[src/rtl/k_smallest_sorted_list_assert.svh]
// Assertion macros used by the k-smallest list top level
`ifndef K_SMALLEST_SORTED_LIST_ASSERT_SVH
`define K_SMALLEST_SORTED_LIST_ASSERT_SVH

// same-cycle implication
`define KSL_ASSERT_NOW(label, clk, rst, ante, cons) \
   label: assert property (@(posedge clk) disable iff (rst) (ante) |-> (cons)) \
      else $error("k_smallest_sorted_list: same-cycle check failed");

// next-cycle implication
`define KSL_ASSERT_NEXT(label, clk, rst, ante, cons) \
   label: assert property (@(posedge clk) disable iff (rst) (ante) |=> (cons)) \
      else $error("k_smallest_sorted_list: next-cycle check failed");

`endif

[src/rtl/ksl_pkg.sv]
// Package: widths, constants and cell control type for the k-smallest list
package ksl_pkg;

   localparam int MAX_K_DEFAULT = 8;
   localparam int DIST_W        = 32;
   localparam int CNT_W         = 7;
   localparam int SLOT_W        = 6;

   typedef logic [DIST_W-1:0] dist_type;
   typedef logic [CNT_W-1:0]  count_type;
   typedef logic [SLOT_W-1:0] slot_type;

   localparam count_type K_RESET = 7'd8;

   typedef struct packed {
      logic      insert_en;
      logic      rotate_en;
      count_type count;
      count_type k_eff;
   } cell_ctl_type;

endpackage

[src/rtl/ksl_if.sv]
// Valid/ready channel interfaces for requests and responses
interface ksl_req_if
   import ksl_pkg::*;
   ();
   logic     valid;
   logic     ready;
   dist_type candidate_distance;
   logic     start_query;
   logic     last_candidate;

   modport source (output valid, output candidate_distance, output start_query,
                   output last_candidate, input ready);
   modport sink   (input valid, input candidate_distance, input start_query,
                   input last_candidate, output ready);
endinterface

interface ksl_rsp_if
   import ksl_pkg::*;
   ();
   logic     valid;
   logic     ready;
   slot_type slot_index;
   dist_type slot_distance;
   logic     final_slot;

   modport source (output valid, output slot_index, output slot_distance,
                   output final_slot, input ready);
   modport sink   (input valid, input slot_index, input slot_distance,
                   input final_slot, output ready);
endinterface

[src/rtl/ksl_cell.sv]
// One slot of the sorted list: compare, insert/shift, rotate to drain
module ksl_cell
   import ksl_pkg::*;
#(
   parameter int CELL_IDX = 0
) (
   input  logic         clock,
   input  cell_ctl_type ctl,
   input  dist_type     cand,
   input  logic         left_le,
   input  dist_type     left_val,
   input  dist_type     right_val,
   input  dist_type     head_val,
   output logic         le_out,
   output dist_type     value_out
);

   localparam count_type MY_IDX  = CNT_W'(CELL_IDX);
   localparam count_type MY_NEXT = CNT_W'(CELL_IDX + 1);

   dist_type value_ff;
   dist_type value_in;

   assign le_out    = (MY_IDX < ctl.count) && (value_ff <= cand);
   assign value_out = value_ff;

   always_comb begin
      value_in = value_ff;
      if (ctl.insert_en) begin
         if (!le_out && (MY_IDX < ctl.k_eff)) begin
            if (left_le) begin
               value_in = cand;
            end else if (MY_IDX <= ctl.count) begin
               value_in = left_val;
            end
         end
      end else if (ctl.rotate_en) begin
         if (MY_NEXT == ctl.count) begin
            value_in = head_val;
         end else if (MY_NEXT < ctl.count) begin
            value_in = right_val;
         end
      end
   end

   always_ff @(posedge clock) begin
      value_ff <= value_in;
   end

endmodule

[src/rtl/k_smallest_sorted_list.sv]
// Top level: k-smallest sorted insertion list built from a row of cells
//
//  channel | dir | handshake        | payload
//  req_ch  | in  | valid/ready      | candidate_distance, start_query, last_candidate
//  rsp_ch  | out | valid/ready      | slot_index, slot_distance, final_slot
//  csr     | in  | csr_wr_en        | csr_wr_data (k_in_use)
//
// On a request without last_candidate all cells compare and shift at once.
// A request with last_candidate then drains the n held entries, n the count after insertion:
// the row rotates one slot per cycle into the response register, then returns intact.
// Response stalls hold the rotation; req_ch.ready is low while draining.
// Reset is synchronous and clears the held count and k_in_use (to 8); slot values stay.
`include "k_smallest_sorted_list_assert.svh"

module k_smallest_sorted_list
   import ksl_pkg::*;
#(
   parameter int MAX_K = MAX_K_DEFAULT
) (
   input  logic         clock,
   input  logic         reset,
   ksl_req_if.sink      req_ch,
   ksl_rsp_if.source    rsp_ch,
   input  logic         csr_wr_en,
   input  count_type    csr_wr_data
);

   typedef enum logic {
      ST_IDLE,
      ST_EMIT
   } state_type;

   state_type    state_ff, state_in;
   count_type    held_count_ff, held_count_in;
   count_type    idx_ff, idx_in;
   count_type    k_in_use_ff;
   logic         rsp_valid_ff, rsp_valid_in;
   slot_type     rsp_slot_ff, rsp_slot_in;
   dist_type     rsp_dist_ff, rsp_dist_in;
   logic         rsp_final_ff, rsp_final_in;

   count_type    k_eff;
   count_type    n_ins;
   logic         req_accept;
   logic         emit_step;
   logic         emit_last;
   cell_ctl_type ctl;

   logic     [MAX_K:0]   le_chain;
   dist_type [MAX_K-1:0] cell_val;

   always_comb begin
      if (k_in_use_ff == '0) begin
         k_eff = CNT_W'(1);
      end else if (k_in_use_ff > CNT_W'(MAX_K)) begin
         k_eff = CNT_W'(MAX_K);
      end else begin
         k_eff = k_in_use_ff;
      end
   end

   assign req_ch.ready = (state_ff == ST_IDLE);
   assign req_accept   = req_ch.valid && req_ch.ready;
   assign emit_step    = (state_ff == ST_EMIT) && (!rsp_valid_ff || rsp_ch.ready);
   assign emit_last    = (idx_ff == held_count_ff - CNT_W'(1));

   always_comb begin
      if (req_ch.start_query) begin
         n_ins = '0;
      end else if (held_count_ff < k_eff) begin
         n_ins = held_count_ff;
      end else begin
         n_ins = k_eff;
      end
   end

   assign ctl.insert_en = req_accept;
   assign ctl.rotate_en = emit_step;
   assign ctl.count     = req_accept ? n_ins : held_count_ff;
   assign ctl.k_eff     = k_eff;

   assign le_chain[0] = 1'b1;

   for (genvar g = 0; g < MAX_K; g++) begin : g_cell
      ksl_cell #(
         .CELL_IDX (g)
      ) u_cell (
         .clock     (clock),
         .ctl       (ctl),
         .cand      (req_ch.candidate_distance),
         .left_le   (le_chain[g]),
         .left_val  ((g == 0) ? req_ch.candidate_distance : cell_val[(g == 0) ? 0 : g-1]),
         .right_val ((g == MAX_K-1) ? cell_val[0] : cell_val[(g == MAX_K-1) ? g : g+1]),
         .head_val  (cell_val[0]),
         .le_out    (le_chain[g+1]),
         .value_out (cell_val[g])
      );
   end

   always_comb begin
      state_in      = state_ff;
      held_count_in = held_count_ff;
      idx_in        = idx_ff;
      rsp_valid_in  = rsp_valid_ff;
      rsp_slot_in   = rsp_slot_ff;
      rsp_dist_in   = rsp_dist_ff;
      rsp_final_in  = rsp_final_ff;
      if (rsp_ch.ready) begin
         rsp_valid_in = 1'b0;
      end
      case (state_ff)
         ST_IDLE: begin
            if (req_accept) begin
               held_count_in = (n_ins < k_eff) ? n_ins + CNT_W'(1) : n_ins;
               if (req_ch.last_candidate) begin
                  state_in = ST_EMIT;
                  idx_in   = '0;
               end
            end
         end
         ST_EMIT: begin
            if (emit_step) begin
               rsp_valid_in = 1'b1;
               rsp_slot_in  = SLOT_W'(idx_ff);
               rsp_dist_in  = cell_val[0];
               rsp_final_in = emit_last;
               if (emit_last) begin
                  state_in = ST_IDLE;
               end else begin
                  idx_in = idx_ff + CNT_W'(1);
               end
            end
         end
         default: begin
            state_in = ST_IDLE;
         end
      endcase
   end

   always_ff @(posedge clock) begin
      if (reset) begin
         state_ff      <= ST_IDLE;
         held_count_ff <= '0;
         idx_ff        <= '0;
         rsp_valid_ff  <= 1'b0;
         k_in_use_ff   <= K_RESET;
      end else begin
         state_ff      <= state_in;
         held_count_ff <= held_count_in;
         idx_ff        <= idx_in;
         rsp_valid_ff  <= rsp_valid_in;
         if (csr_wr_en) begin
            k_in_use_ff <= csr_wr_data;
         end
      end
      rsp_slot_ff  <= rsp_slot_in;
      rsp_dist_ff  <= rsp_dist_in;
      rsp_final_ff <= rsp_final_in;
   end

   assign rsp_ch.valid         = rsp_valid_ff;
   assign rsp_ch.slot_index    = rsp_slot_ff;
   assign rsp_ch.slot_distance = rsp_dist_ff;
   assign rsp_ch.final_slot    = rsp_final_ff;

   `KSL_ASSERT_NEXT(a_last_starts_drain, clock, reset,
      req_accept && req_ch.last_candidate, state_ff == ST_EMIT)
   `KSL_ASSERT_NOW(a_drain_nonempty, clock, reset,
      state_ff == ST_EMIT, held_count_ff != '0 && idx_ff < held_count_ff)
   `KSL_ASSERT_NEXT(a_final_ends_drain, clock, reset,
      emit_step && emit_last, state_ff == ST_IDLE && rsp_valid_ff && rsp_final_ff)
   `KSL_ASSERT_NOW(a_count_bounded, clock, reset,
      1'b1, held_count_ff <= CNT_W'(MAX_K))

endmodule

[src/flat_wrapper.sv]
// flat-port wrapper written by rule: the top's interface ports become plain ports
module k_smallest_sorted_list_flat import ksl_pkg::*;
#(
   parameter int MAX_K = MAX_K_DEFAULT
)
  (clock, reset, csr_wr_en, csr_wr_data, req_ch_valid, req_ch_candidate_distance, req_ch_start_query, req_ch_last_candidate, req_ch_ready, rsp_ch_valid, rsp_ch_slot_index, rsp_ch_slot_distance, rsp_ch_final_slot, rsp_ch_ready);
  ksl_req_if req_ch_i ();
  ksl_rsp_if rsp_ch_i ();
  input  logic clock;
  input  logic reset;
  input  logic csr_wr_en;
  input  count_type csr_wr_data;
  input wire logic [$bits(req_ch_i.valid)-1:0] req_ch_valid;
  input wire logic [$bits(req_ch_i.candidate_distance)-1:0] req_ch_candidate_distance;
  input wire logic [$bits(req_ch_i.start_query)-1:0] req_ch_start_query;
  input wire logic [$bits(req_ch_i.last_candidate)-1:0] req_ch_last_candidate;
  output wire logic [$bits(req_ch_i.ready)-1:0] req_ch_ready;
  output wire logic [$bits(rsp_ch_i.valid)-1:0] rsp_ch_valid;
  output wire logic [$bits(rsp_ch_i.slot_index)-1:0] rsp_ch_slot_index;
  output wire logic [$bits(rsp_ch_i.slot_distance)-1:0] rsp_ch_slot_distance;
  output wire logic [$bits(rsp_ch_i.final_slot)-1:0] rsp_ch_final_slot;
  input wire logic [$bits(rsp_ch_i.ready)-1:0] rsp_ch_ready;
  assign req_ch_i.valid = req_ch_valid;
  assign req_ch_i.candidate_distance = req_ch_candidate_distance;
  assign req_ch_i.start_query = req_ch_start_query;
  assign req_ch_i.last_candidate = req_ch_last_candidate;
  assign req_ch_ready = req_ch_i.ready;
  assign rsp_ch_valid = rsp_ch_i.valid;
  assign rsp_ch_slot_index = rsp_ch_i.slot_index;
  assign rsp_ch_slot_distance = rsp_ch_i.slot_distance;
  assign rsp_ch_final_slot = rsp_ch_i.final_slot;
  assign rsp_ch_i.ready = rsp_ch_ready;
  k_smallest_sorted_list #(.MAX_K(MAX_K)) u_core (.clock(clock), .reset(reset), .req_ch(req_ch_i), .rsp_ch(rsp_ch_i), .csr_wr_en(csr_wr_en), .csr_wr_data(csr_wr_data));
endmodule
[config.mk]
export PLATFORM = sky130hd
export DESIGN_NAME = k_smallest_sorted_list_flat
export DESIGN_NICKNAME = d
export VERILOG_FILES = /design/src/rtl/ksl_pkg.sv /design/src/rtl/ksl_if.sv /design/src/rtl/ksl_cell.sv /design/src/rtl/k_smallest_sorted_list.sv /design/src/flat_wrapper.sv
export VERILOG_INCLUDE_DIRS = /design/src /design/src/rtl
export SDC_FILE = /design/constraint.sdc
export NUM_CORES = 1
export LEC_CHECK = 0
export BUFFER_PORTS_ARGS = -buffer_cell sky130_fd_sc_hd__buf_4
export CORE_MARGIN = 10
export CORE_UTILIZATION = 33
export CTS_CLUSTER_SIZE = 28
export DETAILED_ROUTE_END_ITERATION = 10
export HOLD_SLACK_MARGIN = 0.05
export RECOVER_POWER = 100
export SKIP_CTS_REPAIR_TIMING = 1
export SYNTH_ARGS = -nofsm -noshare
export SYNTH_HDL_FRONTEND = slang
export SYNTH_SLANG_ARGS = --single-unit
[constraint.sdc]
create_clock -name clock -period 17.67 [get_ports clock]
set_input_delay 3.534 -clock clock [delete_from_list [all_inputs] [get_ports clock]]
set_output_delay 3.534 -clock clock [all_outputs]
set_load 0.05 [all_outputs]
* Word level (Yosys, flattened, before mapping) *
Cells that the tools add are included.

storage, ports and cells
  bits in registers = 318
  word-level logic and storage cells = 206
  output and inout port bits = 41
  input bits = 46

operators by class
  eq/ne operators = 29
  reduce and logical (&&, ||, !) cells = 49
  multiplexer cells = 73
  bitwise logic cells = 1
  $add $sub $neg = 3
  order comparisons = 35

operators by type and width
  kind                                                                              number
  32-bit 2-to-1 mux                                                                 54
  32-bit less-or-equal comparator                                                   8
  7-bit 2-to-1 mux                                                                  10
  3-bit by 7-bit less-than comparator with 1-bit output (first input constant)      8
  4-bit AND reduction                                                               9
  3-bit by 7-bit equality test with 1-bit output (first input constant)             4
  3-bit by 7-bit less-or-equal comparator with 1-bit output (first input constant)  4
  1-bit by 7-bit less-than comparator with 1-bit output (first input constant)      4
  2-bit by 7-bit less-than comparator with 1-bit output (first input constant)      4
  2-bit inequality test (second input constant)                                     12
  3-bit inequality test (second input constant)                                     7
  3-bit nonzero test                                                                7
  1-bit logical AND                                                                 18
  7-bit by 1-bit adder with 7-bit output (second input constant)                    2
  2-bit by 7-bit equality test with 1-bit output (first input constant)             2
  2-bit by 7-bit less-or-equal comparator with 1-bit output (first input constant)  2
  7-bit less-than comparator                                                        2
  7-bit one-hot mux with 2 select lines                                             1
  1-bit logical NOT                                                                 9
  1-bit by 7-bit equality test with 1-bit output (first input constant)             1
  4-bit by 7-bit equality test with 1-bit output (first input constant)             1
  7-bit equality test                                                               1
  7-bit by 4-bit > comparator with 1-bit output (second input constant)             1
  1-bit by 7-bit less-or-equal comparator with 1-bit output (first input constant)  1
  other kinds (10)                                                                  18

* Logic depth before layout (Yosys ltp) *
  depth after elaboration = 13
  mapped depth = 20
  depth with buffers taken out = 19

* By module *
Synthesis repeated with hierarchy kept, for this count alone.

unflattened totals
  cell total of the unflattened synthesis = 2703
  area, all modules = 27047.2 sq um

by module, submodules not included
  module                               area each (sq um)  cells an instance  instances  sequential area each (sq um)
  ksl_cell at u_core.g_cell[6].u_cell  3205.6             304                1          960.9
  ksl_cell at u_core.g_cell[0].u_cell  3200.6             309                1          960.9
  ksl_cell at u_core.g_cell[7].u_cell  3036.7             303                1          960.9
  k_smallest_sorted_list               3010.4             270                1          1631.6
  ksl_cell at u_core.g_cell[4].u_cell  2974.1             306                1          960.9
  ksl_cell at u_core.g_cell[5].u_cell  2942.8             303                1          960.9
  ksl_cell at u_core.g_cell[1].u_cell  2914.0             303                1          960.9
  ksl_cell at u_core.g_cell[3].u_cell  2894.0             303                1          960.9
  ksl_cell at u_core.g_cell[2].u_cell  2869.0             302                1          960.9

* Worst setup path before layout *
Ideal clock, no wire load.

  path type = input to register
  start point = in req_ch_candidate_distance[11]
  end point = reg u_core.g_cell[6].u_cell.value_ff[0], enable pin
  path slack = 9709 ps
  arrival = 7496 ps
  setup time = 466 ps
  cell stages on the path = 11
  path through = clkbuf_1 -> inv_1 -> ha_1 -> nand3_1 -> nor3_1 -> nand2_1 -> a211oi_1 -> o21ai_0 -> a21oi_1 -> a21oi_1 -> o21ai_0

between the ends
  word-level cells in the longest chain between the ends = 6
  elaborated cells on any way between the ends = 9
  those cells by class = order compare (2); eq/ne (2); reduce/logical (5)

RTL lines
  what                                    line                text
  from (decl)                             flat_wrapper.sv:14  input wire logic [$bits(req_ch_i.candidate_distance)-1:0] req_ch_candidate_distance;
  32-bit less-or-equal comparator         ksl_cell.sv:24      assign le_out = (MY_IDX < ctl.count) && (value_ff <= cand);
  1-bit logical AND                       ksl_cell.sv:24
  1-bit logical NOT                       ksl_cell.sv:30      if (!le_out && (MY_IDX < ctl.k_eff)) begin
  1-bit logical AND                       ksl_cell.sv:30
  2-bit inequality test (no source line)  --
  4-bit AND reduction (no source line) *  --
  to (signal assigned)                    ksl_cell.sv:47      value_ff <= value_in;
  to (decl)                               ksl_cell.sv:21      dist_type value_ff;

Every way passes the cells marked *; elsewhere a longest branch is shown, timed or not.
A chain may end at the register's enable or synchronous reset.

* Final worst setup path *
  start point = in req_ch_valid
  end point = reg u_core.g_cell[3].u_cell.value_ff[0], enable pin

between the ends
  word-level cells in the longest chain between the ends = 8
  elaborated cells on any way between the ends = 16
  those cells by class = order compare (4); eq/ne (3); mux (1); reduce/logical (8)

RTL lines
  what                                                   line                          text
  from (decl)                                            flat_wrapper.sv:13            input wire logic [$bits(req_ch_i.valid)-1:0] req_ch_valid;
  1-bit logical AND *                                    k_smallest_sorted_list.sv:63  assign req_accept = req_ch.valid && req_ch.ready;
  7-bit 2-to-1 mux                                       k_smallest_sorted_list.sv:79  assign ctl.count = req_accept ? n_ins : held_count_ff;
  2-bit by 7-bit less-than comparator with 1-bit output  ksl_cell.sv:24
  1-bit logical AND                                      ksl_cell.sv:24
  1-bit logical NOT                                      ksl_cell.sv:30
  1-bit logical AND                                      ksl_cell.sv:30
  2-bit inequality test (no source line)                 --
  4-bit AND reduction (no source line) *                 --
  to (signal assigned)                                   ksl_cell.sv:47
  to (decl)                                              ksl_cell.sv:21

Marks and branches as above.

==> summary.txt <==
Outcome
  – Outcome: finished, violations left
  – Failing checks: max-capacitance violations, max-slew violations

Logic synthesis
  – Post-synthesis area per instance: 10.4 µm²
  – Top cell type's share of synthesized area: 38.2%
  – Register area share after synthesis: 40.2%
  – Post-synth top area cell: edfxtp_1
  – Async SR Flop Fraction: 0%
  – Synth Instances: 2,223
  – Synth Register Bits: 318
  – Post-synth top flop: edfxtp_1
  – Post-synth EDFFs: 295
  – YS warnings: 0
  – Post-synth top cells: 295 x edfxtp_1, 295 x mux2i_1, 269 x ha_1, 219 x a21oi_1, 182 x nand2_1
  – Synth cell types: 75
  – Synth area leaders: edfxtp_1 38%, ha_1 15%, mux2i_1 13%
  – Post-Syn Area: 23,200 µm²

Clock network
  – Clock slew seen by the registers of the worst setup and hold paths: 60 ps
  – CTS Buf Count: 41
  – Clk_lat worst skew: 580 ps
  – Clock Path Buffers: 3
  – CTS sink count: 318
  – Clock tree root driver cell: clkbuf_16
  – CTS tree: done
  – H-tree levels: 2

Worst setup path
  – Critical Path Source Type: input port
  – WS Path Type: in2reg
  – Max FO, Critical Path: 53
  – Worst path required time: 17,830 ps
  – Endpoint class of the critical path: flip-flop
  – Crit path arrival time: 11,510 ps

Final layout
  – Post-layout util: 36.8%
  – Layout cells sized above 1: 5.70%
  – Synth-to-Final Area Change: 10.7%
  – Design area: 25,700 µm²
  – Layout Nets: 2,552
  – Fin cells: 3,207

Drt
  – Starting DRT DRC Count: 2,145
  – Detail Route Antenna Nets: 0
  – DR DRC count: 0
  – Vias per inst: 5.91
  – DRT Wirelength: 82.2 mm
  – Post-DR wirelength/cell: 25.6 µm
  – DR pass1 iterations: 6
  – Vias: 19,000

Run
  – Max_cap viols: 27

Die
  – FP Rows: 97
  – Initial Util: 33.2%
  – Ports: 87
  – DIE AREA: 81,200 µm²
  – CORE AREA: 69,800 µm²
  – Die Span Y: 285 µm
  – Die extent in x: 285 µm

Place
  – Port bufs: 86
  – DP HPWL: 56.4 mm
  – Dpl cells: 3,134
  – Placement Cell Area: 24,700 µm²
  – Final Wtd Congestion: 0.968

Timing
  – Layout Skew: 20.9 ps
  – Max Fclk: 88.1 MHz
  – Hold Fails Final Rpt: 0
  – Final number of setup-violating endpoints: 0
  – Min cycle time layout: 11,350 ps
  – Slew headroom: -198%
  – Fin. max-slew vios: 659
  – Fin Setup TNS: 0 ps
  – RSZ-0062 raised after global routing: no
  – Period utilization: 64.2%
  – Slew @ Worst Pin: 4460 ps

Power
  – Lkg Pwr: 10.1 nW
  – Overall power: 2.42 mW
  – Peak supply drop: 0.0562 mV
  – PwrDens: 94.5 nW/µm²

GRT
  – All-Layer GR Usage: 19.5%
  – First-pass GRT wire length: 122 mm
  – Pin count of the biggest net entering global routing: 200
  – Vias in the first global route: 18,700
  – Initial antenna violation count: 0
  – GRT Residual Overflow: 0

Hold path
  – Tightest Hold Check Type: reg2reg
[cell families after synthesis]
kind of cell / after synthesis / share of synthesized area [%]
AOI/OAI and AO/OA: 619 / 17.5
xor gates and xnor gates: 12 / 0.454
adders and majority gates: 269 / 14.5
buffers and inverters: 201 / 3.87
DFF: 318 / 40.2
muxes: 295 / 12.7
other: 1 / 0.0162
and+or+nand+nor: 508 / 10.7
[layout make-up]
cell class	count	area, µm²
Antenna cell	3	7.51
Clock buffer	52	1160
Clock inverter	18	224
Fill cell	6926	44100
Inverter	53	201
Multi-Input combinational cell	1709	12900
Sequential cell	318	9320
Tap cell	940	1180
Timing Repair Buffer	114	639
[worst paths after layout]
check / from / to / slack, ps / cells past startpoint
setup / recovery: req_ch_valid / u_core.g_cell[3].u_cell.value_out[0] / 6320 / 9
hold / removal: u_core.k_in_use_ff[5] / u_core.k_in_use_ff[5] / 490 / 2
setup reg to reg: u_core.k_in_use_ff[3] / u_core.g_cell[3].u_cell.value_out[0] / 8520 / 15
hold reg to reg: u_core.k_in_use_ff[5] / u_core.k_in_use_ff[5] / 490 / 2
[layer usage]
layer / track usage, % / part of all wire, % / up-vias
li1: - / - / 8537
met1: 25.7 / 43 / 9380
met2: 31.7 / 46 / 875
met3: 3.44 / 7.7 / 176
met4: 6.67 / 3.4 / 0
met5: 0 / 0 / -
[where the power goes]
part           internal [mW]  switching [mW]  total [mW]  leakage, nW
logic                  0.196           0.339       0.535         6.48
clock network          0.536           0.354       0.889        0.676
registers              0.919          0.0810        1.00         2.91
total                   1.65           0.774        2.42         10.1
[sequential cells by signal, indices dropped and copies added, names as in the netlist]
| name | flops |
|---|---|
| u_core.state_ff | 1 |
| u_core.held_count_ff | 7 |
| u_core.k_in_use_ff | 7 |
| u_core.g_cell.u_cell.value_out | 256 |
| u_core.rsp_ch.slot_index | 6 |
| u_core.rsp_ch.valid | 1 |
| u_core.idx_ff | 7 |
| u_core.rsp_ch.slot_distance | 32 |
| u_core.rsp_ch.final_slot | 1 |
[critical path: stages]
cell and delay [ps]:
clkbuf_1 100, nand2_1 1650, o31ai_1 190, clkbuf_1 370
or2_0 440, and2_0 1390, o32a_1 840, a21oi_1 1580
clkbuf_1 1360
[placed cells by master, fill, tap and decap left out, drive strengths merged, types with 6 or more instances in the layout]
master  instances
a211oi         69
buf            52
o211ai         14
nand3          22
a211o           7
mux2i         295
and4            6
a32oi          32
nand2         183
nand2b          8
and3            9
edfxtp        295
nand4          52
a22o           30
a21o           79
conb            6
dfxtp          23
a21oi         222
o21ai          96
nor2b          74
inv            55
clkinv          9
o21a            8
nor2          107
clkbuf        114
nor3           20
a221oi          9
ha            269
a31oi           9
nor4           10
xor2            7
[metrics by stage]
stage	hold slack, ps	worst slack [ps]
2_1_floorplan	451	9710
3_3_place_gp	467	9610
3_5_place_dp	482	9540
4_1_cts	496	10130
5_1_grt	519	6080
6_report	492	6320
No activity file was read; power rests on OpenSTA's default activity.
